==> config.mk <==
export PLATFORM = sky130hd
export DESIGN_NAME = bbox_side_quantizer
export DESIGN_NICKNAME = d
export VERILOG_FILES = /design/src/rtl/bsq_pkg.sv /design/src/rtl/bbox_side_quantizer.sv /design/src/rtl/bsq_prep.sv /design/src/rtl/bsq_cell.sv
export VERILOG_INCLUDE_DIRS = /design/src /design/src/rtl
export SDC_FILE = /design/constraint.sdc
export NUM_CORES = 1
export LEC_CHECK = 0
export BUFFER_PORTS_ARGS = -buffer_cell sky130_fd_sc_hd__buf_2
export CORE_MARGIN = 1.5
export CORE_UTILIZATION = 35
export DETAILED_ROUTE_END_ITERATION = 8
export PLACE_DENSITY = 0.55
export REMOVE_ABC_BUFFERS = 1
export SYNTH_ARGS = -nofsm -noshare
export SYNTH_HDL_FRONTEND = slang
export SYNTH_SLANG_ARGS = --single-unit
==> constraint.sdc <==
create_clock -name clk -period 18.65 [get_ports clk]
set_input_delay 5.595 -clock clk [delete_from_list [all_inputs] [get_ports clk]]
set_output_delay 5.595 -clock clk [all_outputs]
set_load 0.02 [all_outputs]
==> src/rtl/bbox_side_quantizer_macros.svh <==
// ----------------------------------------------------------------------------
// bbox_side_quantizer_macros.svh
// assertion macros shared by the quantizer rtl
// ----------------------------------------------------------------------------
`ifndef BBOX_SIDE_QUANTIZER_MACROS_SVH
`define BBOX_SIDE_QUANTIZER_MACROS_SVH

// check on every edge outside reset
`define BSQ_ASSERT(lbl, prop, msg) \
  lbl: assert property (@(posedge clk) disable iff (!rst_n) prop) else $error(msg);

// check on every edge, reset included
`define BSQ_ASSERT_ALWAYS(lbl, prop, msg) \
  lbl: assert property (@(posedge clk) prop) else $error(msg);

`endif

==> src/rtl/bsq_pkg.sv <==
// ----------------------------------------------------------------------------
// bsq_pkg
// types and constants of the bounding box side quantizer
// ----------------------------------------------------------------------------
package bsq_pkg;

  localparam int CoordBits  = 16;
  localparam int UnitRound  = 15;
  localparam int UnitShift  = 4;                 // divide by 16
  localparam int CountBits  = 4;
  localparam int CountMax   = 15;
  localparam int CodeBits   = 2 * CountBits;
  // largest unit is (2^W - 1 + 15) / 16 = 2^(W-4), needs W-3 bits
  localparam int UnitBits   = CoordBits - UnitShift + 1;
  localparam int CmpBits    = CoordBits + 1;

  typedef logic signed [CoordBits-1:0] coord_t;
  typedef logic        [CoordBits-1:0] dist_t;
  typedef logic        [UnitBits-1:0]  unit_t;
  typedef logic        [CountBits-1:0] count_t;

  typedef struct packed {
    coord_t outer_neg;
    coord_t outer_pos;
    coord_t child_neg;
    coord_t child_pos;
  } in_word_t;

  typedef struct packed {
    logic [CodeBits-1:0] side_code;
    coord_t              snapped_neg;
    coord_t              snapped_pos;
  } out_word_t;

  // word handed from cell to cell
  typedef struct packed {
    unit_t  unit;
    dist_t  rem_neg;
    dist_t  rem_pos;
    count_t cnt_neg;
    count_t cnt_pos;
    coord_t child_neg;
    coord_t child_pos;
  } cell_word_t;

endpackage

==> src/rtl/bbox_side_quantizer.sv <==
// ----------------------------------------------------------------------------
// bbox_side_quantizer
// quantizes one axis of a child box against its parent box
// ----------------------------------------------------------------------------
// One word in, one word out, one word per cycle while the output is not
// stalled. A front stage works out the unit ((parent span + 15) / 16) and the
// inward distance of each child corner, then a chain of four cells each
// settles one quotient bit (8, 4, 2, 1 units) of both corners by a
// compare-and-subtract, handing the partial remainder to the next cell.
// The greedy bit search saturates at 15 on its own. Since the remainder left
// over is exactly distance minus count times unit, the snapped corners are
// child_neg - rem and child_pos + rem, with no multiplier. A corner on or
// outside the parent enters with a zero remainder, and a parent whose span is
// not positive also brings a unit of one, so the count is zero and the corner
// passes through. Each stage stalls only when it holds a word and the next one
// is stalled, so bubbles close up behind a stalled output.
// ----------------------------------------------------------------------------
`include "bbox_side_quantizer_macros.svh"

module bbox_side_quantizer (
  input  logic               clk,
  input  logic               rst_n,
  input  logic               in_valid,
  output logic               in_stall,
  input  bsq_pkg::in_word_t  in_word,
  output logic               out_valid,
  input  logic               out_stall,
  output bsq_pkg::out_word_t out_word
);

  localparam int W     = bsq_pkg::CoordBits;
  localparam int Cells = bsq_pkg::CountBits;

  // chain links: index 0 is the front stage output, Cells is the last cell
  logic                chain_valid [Cells+1];
  logic                chain_stall [Cells+1];
  bsq_pkg::cell_word_t chain_word  [Cells+1];

  logic signed [W:0]   snap_neg;
  logic signed [W:0]   snap_pos;

  // leftover checks on the last cell
  logic                rem_neg_ok;
  logic                rem_pos_ok;

  // front stage: unit and inward distances
  bsq_prep u_prep (
    .clk      (clk),
    .rst_n    (rst_n),
    .up_valid (in_valid),
    .up_stall (in_stall),
    .up_word  (in_word),
    .dn_valid (chain_valid[0]),
    .dn_stall (chain_stall[0]),
    .dn_word  (chain_word[0])
  );

  // one cell per count bit, most significant first
  for (genvar i = 0; i < Cells; i++) begin : g_cell
    bsq_cell #(
      .Bit (Cells - 1 - i)
    ) u_cell (
      .clk      (clk),
      .rst_n    (rst_n),
      .up_valid (chain_valid[i]),
      .up_stall (chain_stall[i]),
      .up_word  (chain_word[i]),
      .dn_valid (chain_valid[i+1]),
      .dn_stall (chain_stall[i+1]),
      .dn_word  (chain_word[i+1])
    );
  end

  // last cell register doubles as the output register
  assign chain_stall[Cells] = out_stall;
  assign out_valid          = chain_valid[Cells];

  // remainder left over gives the snapped corner directly
  always_comb begin
    snap_neg = {chain_word[Cells].child_neg[W-1], chain_word[Cells].child_neg}
             - {1'b0, chain_word[Cells].rem_neg};
    snap_pos = {chain_word[Cells].child_pos[W-1], chain_word[Cells].child_pos}
             + {1'b0, chain_word[Cells].rem_pos};

    out_word.side_code   = {chain_word[Cells].cnt_pos, chain_word[Cells].cnt_neg};
    out_word.snapped_neg = snap_neg[W-1:0];
    out_word.snapped_pos = snap_pos[W-1:0];
  end

  // leftover is below one unit unless the count saturated
  assign rem_neg_ok = ({1'b0, chain_word[Cells].rem_neg} < (W+1)'(chain_word[Cells].unit))
                   || (chain_word[Cells].cnt_neg
                       == bsq_pkg::CountBits'(bsq_pkg::CountMax));
  assign rem_pos_ok = ({1'b0, chain_word[Cells].rem_pos} < (W+1)'(chain_word[Cells].unit))
                   || (chain_word[Cells].cnt_pos
                       == bsq_pkg::CountBits'(bsq_pkg::CountMax));

  // pipeline is empty right after reset
  `BSQ_ASSERT_ALWAYS(a_empty_after_reset, !rst_n |=> !out_valid, "output valid after reset")

  // an accepted word lands in the front stage
  `BSQ_ASSERT(a_accept_lands, in_valid && !in_stall |=> chain_valid[0], "accepted word lost")

  `BSQ_ASSERT(a_rem_neg_bound, out_valid |-> rem_neg_ok, "lower remainder not reduced")

  `BSQ_ASSERT(a_rem_pos_bound, out_valid |-> rem_pos_ok, "upper remainder not reduced")

endmodule

==> src/rtl/bsq_prep.sv <==
// ----------------------------------------------------------------------------
// bsq_prep
// front stage: unit size and inward distances of both child corners
// ----------------------------------------------------------------------------
module bsq_prep (
  input  logic                clk,
  input  logic                rst_n,
  input  logic                up_valid,
  output logic                up_stall,
  input  bsq_pkg::in_word_t   up_word,
  output logic                dn_valid,
  input  logic                dn_stall,
  output bsq_pkg::cell_word_t dn_word
);

  localparam int W = bsq_pkg::CoordBits;

  logic                valid_r;
  logic                valid_nxt;
  bsq_pkg::cell_word_t word_r;
  bsq_pkg::cell_word_t word_nxt;

  logic signed [W:0]   span;
  logic signed [W+1:0] span_rnd;
  logic signed [W:0]   dist_neg;
  logic signed [W:0]   dist_pos;
  logic                span_ok;
  logic                neg_in;
  logic                pos_in;

  always_comb begin
    span     = {up_word.outer_pos[W-1], up_word.outer_pos}
             - {up_word.outer_neg[W-1], up_word.outer_neg};
    span_rnd = {span[W], span} + (W+2)'(bsq_pkg::UnitRound);
    span_ok  = !span[W] && (span != '0);
    dist_neg = {up_word.child_neg[W-1], up_word.child_neg}
             - {up_word.outer_neg[W-1], up_word.outer_neg};
    dist_pos = {up_word.outer_pos[W-1], up_word.outer_pos}
             - {up_word.child_pos[W-1], up_word.child_pos};
    neg_in   = span_ok && !dist_neg[W] && (dist_neg != '0);
    pos_in   = span_ok && !dist_pos[W] && (dist_pos != '0);

    word_nxt.unit      = span_ok
                       ? span_rnd[bsq_pkg::UnitShift +: bsq_pkg::UnitBits]
                       : bsq_pkg::UnitBits'(1);
    word_nxt.rem_neg   = neg_in ? dist_neg[W-1:0] : '0;
    word_nxt.rem_pos   = pos_in ? dist_pos[W-1:0] : '0;
    word_nxt.cnt_neg   = '0;
    word_nxt.cnt_pos   = '0;
    word_nxt.child_neg = up_word.child_neg;
    word_nxt.child_pos = up_word.child_pos;
  end

  assign up_stall  = valid_r && dn_stall;
  assign valid_nxt = up_stall ? valid_r : up_valid;

  always_ff @(posedge clk) begin
    if (!rst_n) begin
      valid_r <= 1'b0;
    end else begin
      valid_r <= valid_nxt;
    end
  end

  always_ff @(posedge clk) begin
    if (!up_stall && up_valid) begin
      word_r <= word_nxt;
    end
  end

  assign dn_valid = valid_r;
  assign dn_word  = word_r;

endmodule

==> src/rtl/bsq_cell.sv <==
// ----------------------------------------------------------------------------
// bsq_cell
// one quotient bit of both saturating divisions, registered
// ----------------------------------------------------------------------------
module bsq_cell #(
  parameter int Bit = 3
) (
  input  logic                clk,
  input  logic                rst_n,
  input  logic                up_valid,
  output logic                up_stall,
  input  bsq_pkg::cell_word_t up_word,
  output logic                dn_valid,
  input  logic                dn_stall,
  output bsq_pkg::cell_word_t dn_word
);

  localparam int W = bsq_pkg::CoordBits;
  localparam int C = bsq_pkg::CmpBits;

  logic                valid_r;
  logic                valid_nxt;
  bsq_pkg::cell_word_t word_r;
  bsq_pkg::cell_word_t word_nxt;

  logic [C-1:0] step;
  logic         take_neg;
  logic         take_pos;

  always_comb begin
    step     = C'(up_word.unit) << Bit;
    take_neg = {1'b0, up_word.rem_neg} >= step;
    take_pos = {1'b0, up_word.rem_pos} >= step;

    word_nxt              = up_word;
    word_nxt.rem_neg      = take_neg ? up_word.rem_neg - step[W-1:0] : up_word.rem_neg;
    word_nxt.rem_pos      = take_pos ? up_word.rem_pos - step[W-1:0] : up_word.rem_pos;
    word_nxt.cnt_neg[Bit] = take_neg;
    word_nxt.cnt_pos[Bit] = take_pos;
  end

  assign up_stall  = valid_r && dn_stall;
  assign valid_nxt = up_stall ? valid_r : up_valid;

  always_ff @(posedge clk) begin
    if (!rst_n) begin
      valid_r <= 1'b0;
    end else begin
      valid_r <= valid_nxt;
    end
  end

  always_ff @(posedge clk) begin
    if (!up_stall && up_valid) begin
      word_r <= word_nxt;
    end
  end

  assign dn_valid = valid_r;
  assign dn_word  = word_r;

endmodule

==> metrics.txt <==
Max Clock Skew=0.01583 ns; Worst-Margin Slew=1.190 ns; Placed Cells=2902; initial antenna violation count=0; I/O Buffers=109; Cells after Synth=1962; final setup TNS=0 ns; max_cap viols=0; Max IR drop VDD=0.00005148 V; n_diodes=0; GR Util met2=28.31%; clk_lat worst skew=0.54 ns; cts hold-fix bufs=0; GP Congestion=0.8815; R2R Setup Slk=14.78 ns; Post-synth ARST share=0%; most common cell after layout, fill and taps aside=edfxtp_1; PwrDens=94.12 nW/µm²; final net count=2352; H-tree levels=2; reg2reg end=g_cell[3].u_cell.dn_word[46]$_DFFE_PP_; post-synthesis mux area share=3.677%; via count=14990; Reg clk slew, reported paths=0.06 ns; most frequent cells in the layout=edfxtp_1, ha_1, inv_1; Cell variety after synth=91; Arrival @ worst endpoint=6.78 ns; wire per inst=17.65 µm; area delta synth->final=12.89%; main combinational cell family by area after synthesis=simple AND/OR/NAND/NOR gates; Lkg Pwr=0.009989 µW; fin crit share=66.33%; sequential fraction of the synthesis area=51.69%; Syn Std Cell Area=22970 µm²; Avg Cell Area, Syn=11.71 µm²; Final Slew Violations=0; final std cells w/o fill=2976; busiest grt layer=met2; hold_ws=0.4148 ns; cts bufs inserted=40; DRT Pass-1 Iters=5; hold endpoint=g_cell[3].u_cell.dn_word[6]$_DFFE_PP_; outcome=finished clean; RSZ-0062 raised after global routing=false; IO Pins=110; Slew HR=20.39%; Worst R2R Path Depth=10; drt total wl=52.53 mm; DRC=0; #FFs+latches synth=397; post_cts resized=0; ys flop type=edfxtp_1; largest net degree at the start of global routing=76; Via-to-Cell Ratio=5.037; chip height=259.2 µm; CTS root buf=clkbuf_16; area post-placement=24500 µm²; first-pass GRT wire length=81.52 mm; met3 GRT Util=1.640%; Die ar.=67170 µm²; hold depth=0; hold wc startpoint=g_cell[2].u_cell.dn_word[6]$_DFFE_PP_; Die Wd=259.2 µm; 1st-iter DRT viols=924; CP max stage cell=and2_1; Final setup viols=0; layout cell share with drive strength beyond 1=14.76%; CP peak stage delay=0.32 ns; FF-to-FF Start=g_cell[2].u_cell.dn_word[72]$_DFFE_PP_; # Post-CTS Setup Buffers=0; complex-gate fraction of the synthesized area=11.95%; dpl hpwl=41.72 mm; CP Launch Type=input port; simple-gate share of the synthesized area=12.68%; core area=64700 µm²; GRT Util Overall=15.47%; Hold Crit Class=reg2reg; min Tclk post-route=12.37 ns; EDFF count, synth=392; TritonCTS Sinks=397; maximum achievable frequency=0.08084 GHz; Worst setup EP type=output pin; Routed Antenna Nets=0; fin area=25930 µm²; CTS tree=done; Req. time, crit path=13.05 ns; Site Rows=93; gr ovfl total=0; fin util=40.08%; xor/xnor cell area share of the yosys netlist=5.181%; Synth Warn #=0; Clock Tree Buf Depth=3; Initial Utilization=35.50%; ordered list of cells on the worst path=buf_2 -> and3_1 -> and2_1 -> and3_1 -> buf_2; CP max FO=5; Global Route met1 Usage=18.95%; Final Hold Viols=0; post-synthesis adder-cell area fraction=11.05%; vias in the first global route=14880; Setup CP Type=in2out
worst max-delay path by stage:
stage / startpoint / endpoint / depth (start not counted)
after global placement: out_stall / in_stall / 5
final: out_stall / in_stall / 5
after floorplan: out_stall / g_cell[0].u_cell.dn_word[0]$_DFFE_PP_ / 3
after global routing: out_stall / in_stall / 5
after CTS: out_stall / in_stall / 5
after detailed placement: out_stall / in_stall / 5
Yosys cell counts, types with 31 or more instances:
cell type	number	area share [%]
nor2b_1	42	1.1
o21ai_0	72	1.6
edfxtp_1	392	51
nor3_2	36	1.6
nand3_1	32	0.70
xnor2_1	88	3.4
nor2_1	131	2.1
ha_1	182	9.9
inv_1	180	2.9
nand2_1	88	1.4
nor3_1	64	1.4
mux2_2	55	2.7
a21oi_1	134	2.9
o21a_1	33	1.1
xor2_1	46	1.8
or3_1	31	0.84
state kept, by name, indices dropped and copies added (netlist names):
| register | count |
|---|---|
| u_prep.dn_word | 77 |
| u_prep.dn_valid | 1 |
| g_cell.u_cell.dn_word | 315 |
| g_cell.u_cell.dn_valid | 4 |
report_power, final:
| group | leakage [µW] | switching (µW) | internal [µW] |
|---|---|---|---|
| logic | 0.00562 | 281 | 224 |
| clock network | 0.000694 | 336 | 524 |
| registers | 0.00367 | 26.5 | 1050 |
layer usage:
| layer | vias up | part of all wire, % |
|---|---|---|
| met2 | 237 | 51 |
| li1 | 7567 | - |
| met5 | - | 0 |
| met3 | 71 | 2.5 |
| met1 | 7116 | 44 |
| met4 | 0 | 2.9 |
per-stage QoR:
step	setup slack (ns)	power [µW]
after floorplan	6.288	1476
after global placement	6.309	1589
after detailed placement	6.292	1598
after CTS	6.281	2467
after global routing	6.202	2559
final	6.279	2441
critical path, delay by kind of cell:
kind	cells	cell delay, ns
buffers and inverters	2	0.32
AND/OR/NAND/NOR	3	0.85
cell families (layout without fill, tap and decap cells):
group / count (synthesis) / after routing
compound gates: 416 / 416
xor+xnor: 135 / 135
fa+ha+maj: 195 / 195
buf+inv: 213 / 372
flops: 397 / 397
mux: 77 / 77
simple gates: 529 / 529
cell type report:
| class | instances | area (µm²) |
|---|---|---|
| multi-input cells | 1352 | 10270 |
| flip-flops and latches | 397 | 11870 |
| repair buffers | 118 | 613.1 |
| clock inverters | 28 | 359.1 |
| fillers | 6185 | 38770 |
| well taps | 855 | 1070 |
| clock buffers | 46 | 1066 |
| inverters | 180 | 675.6 |
(Power assumes the default switching activity.)
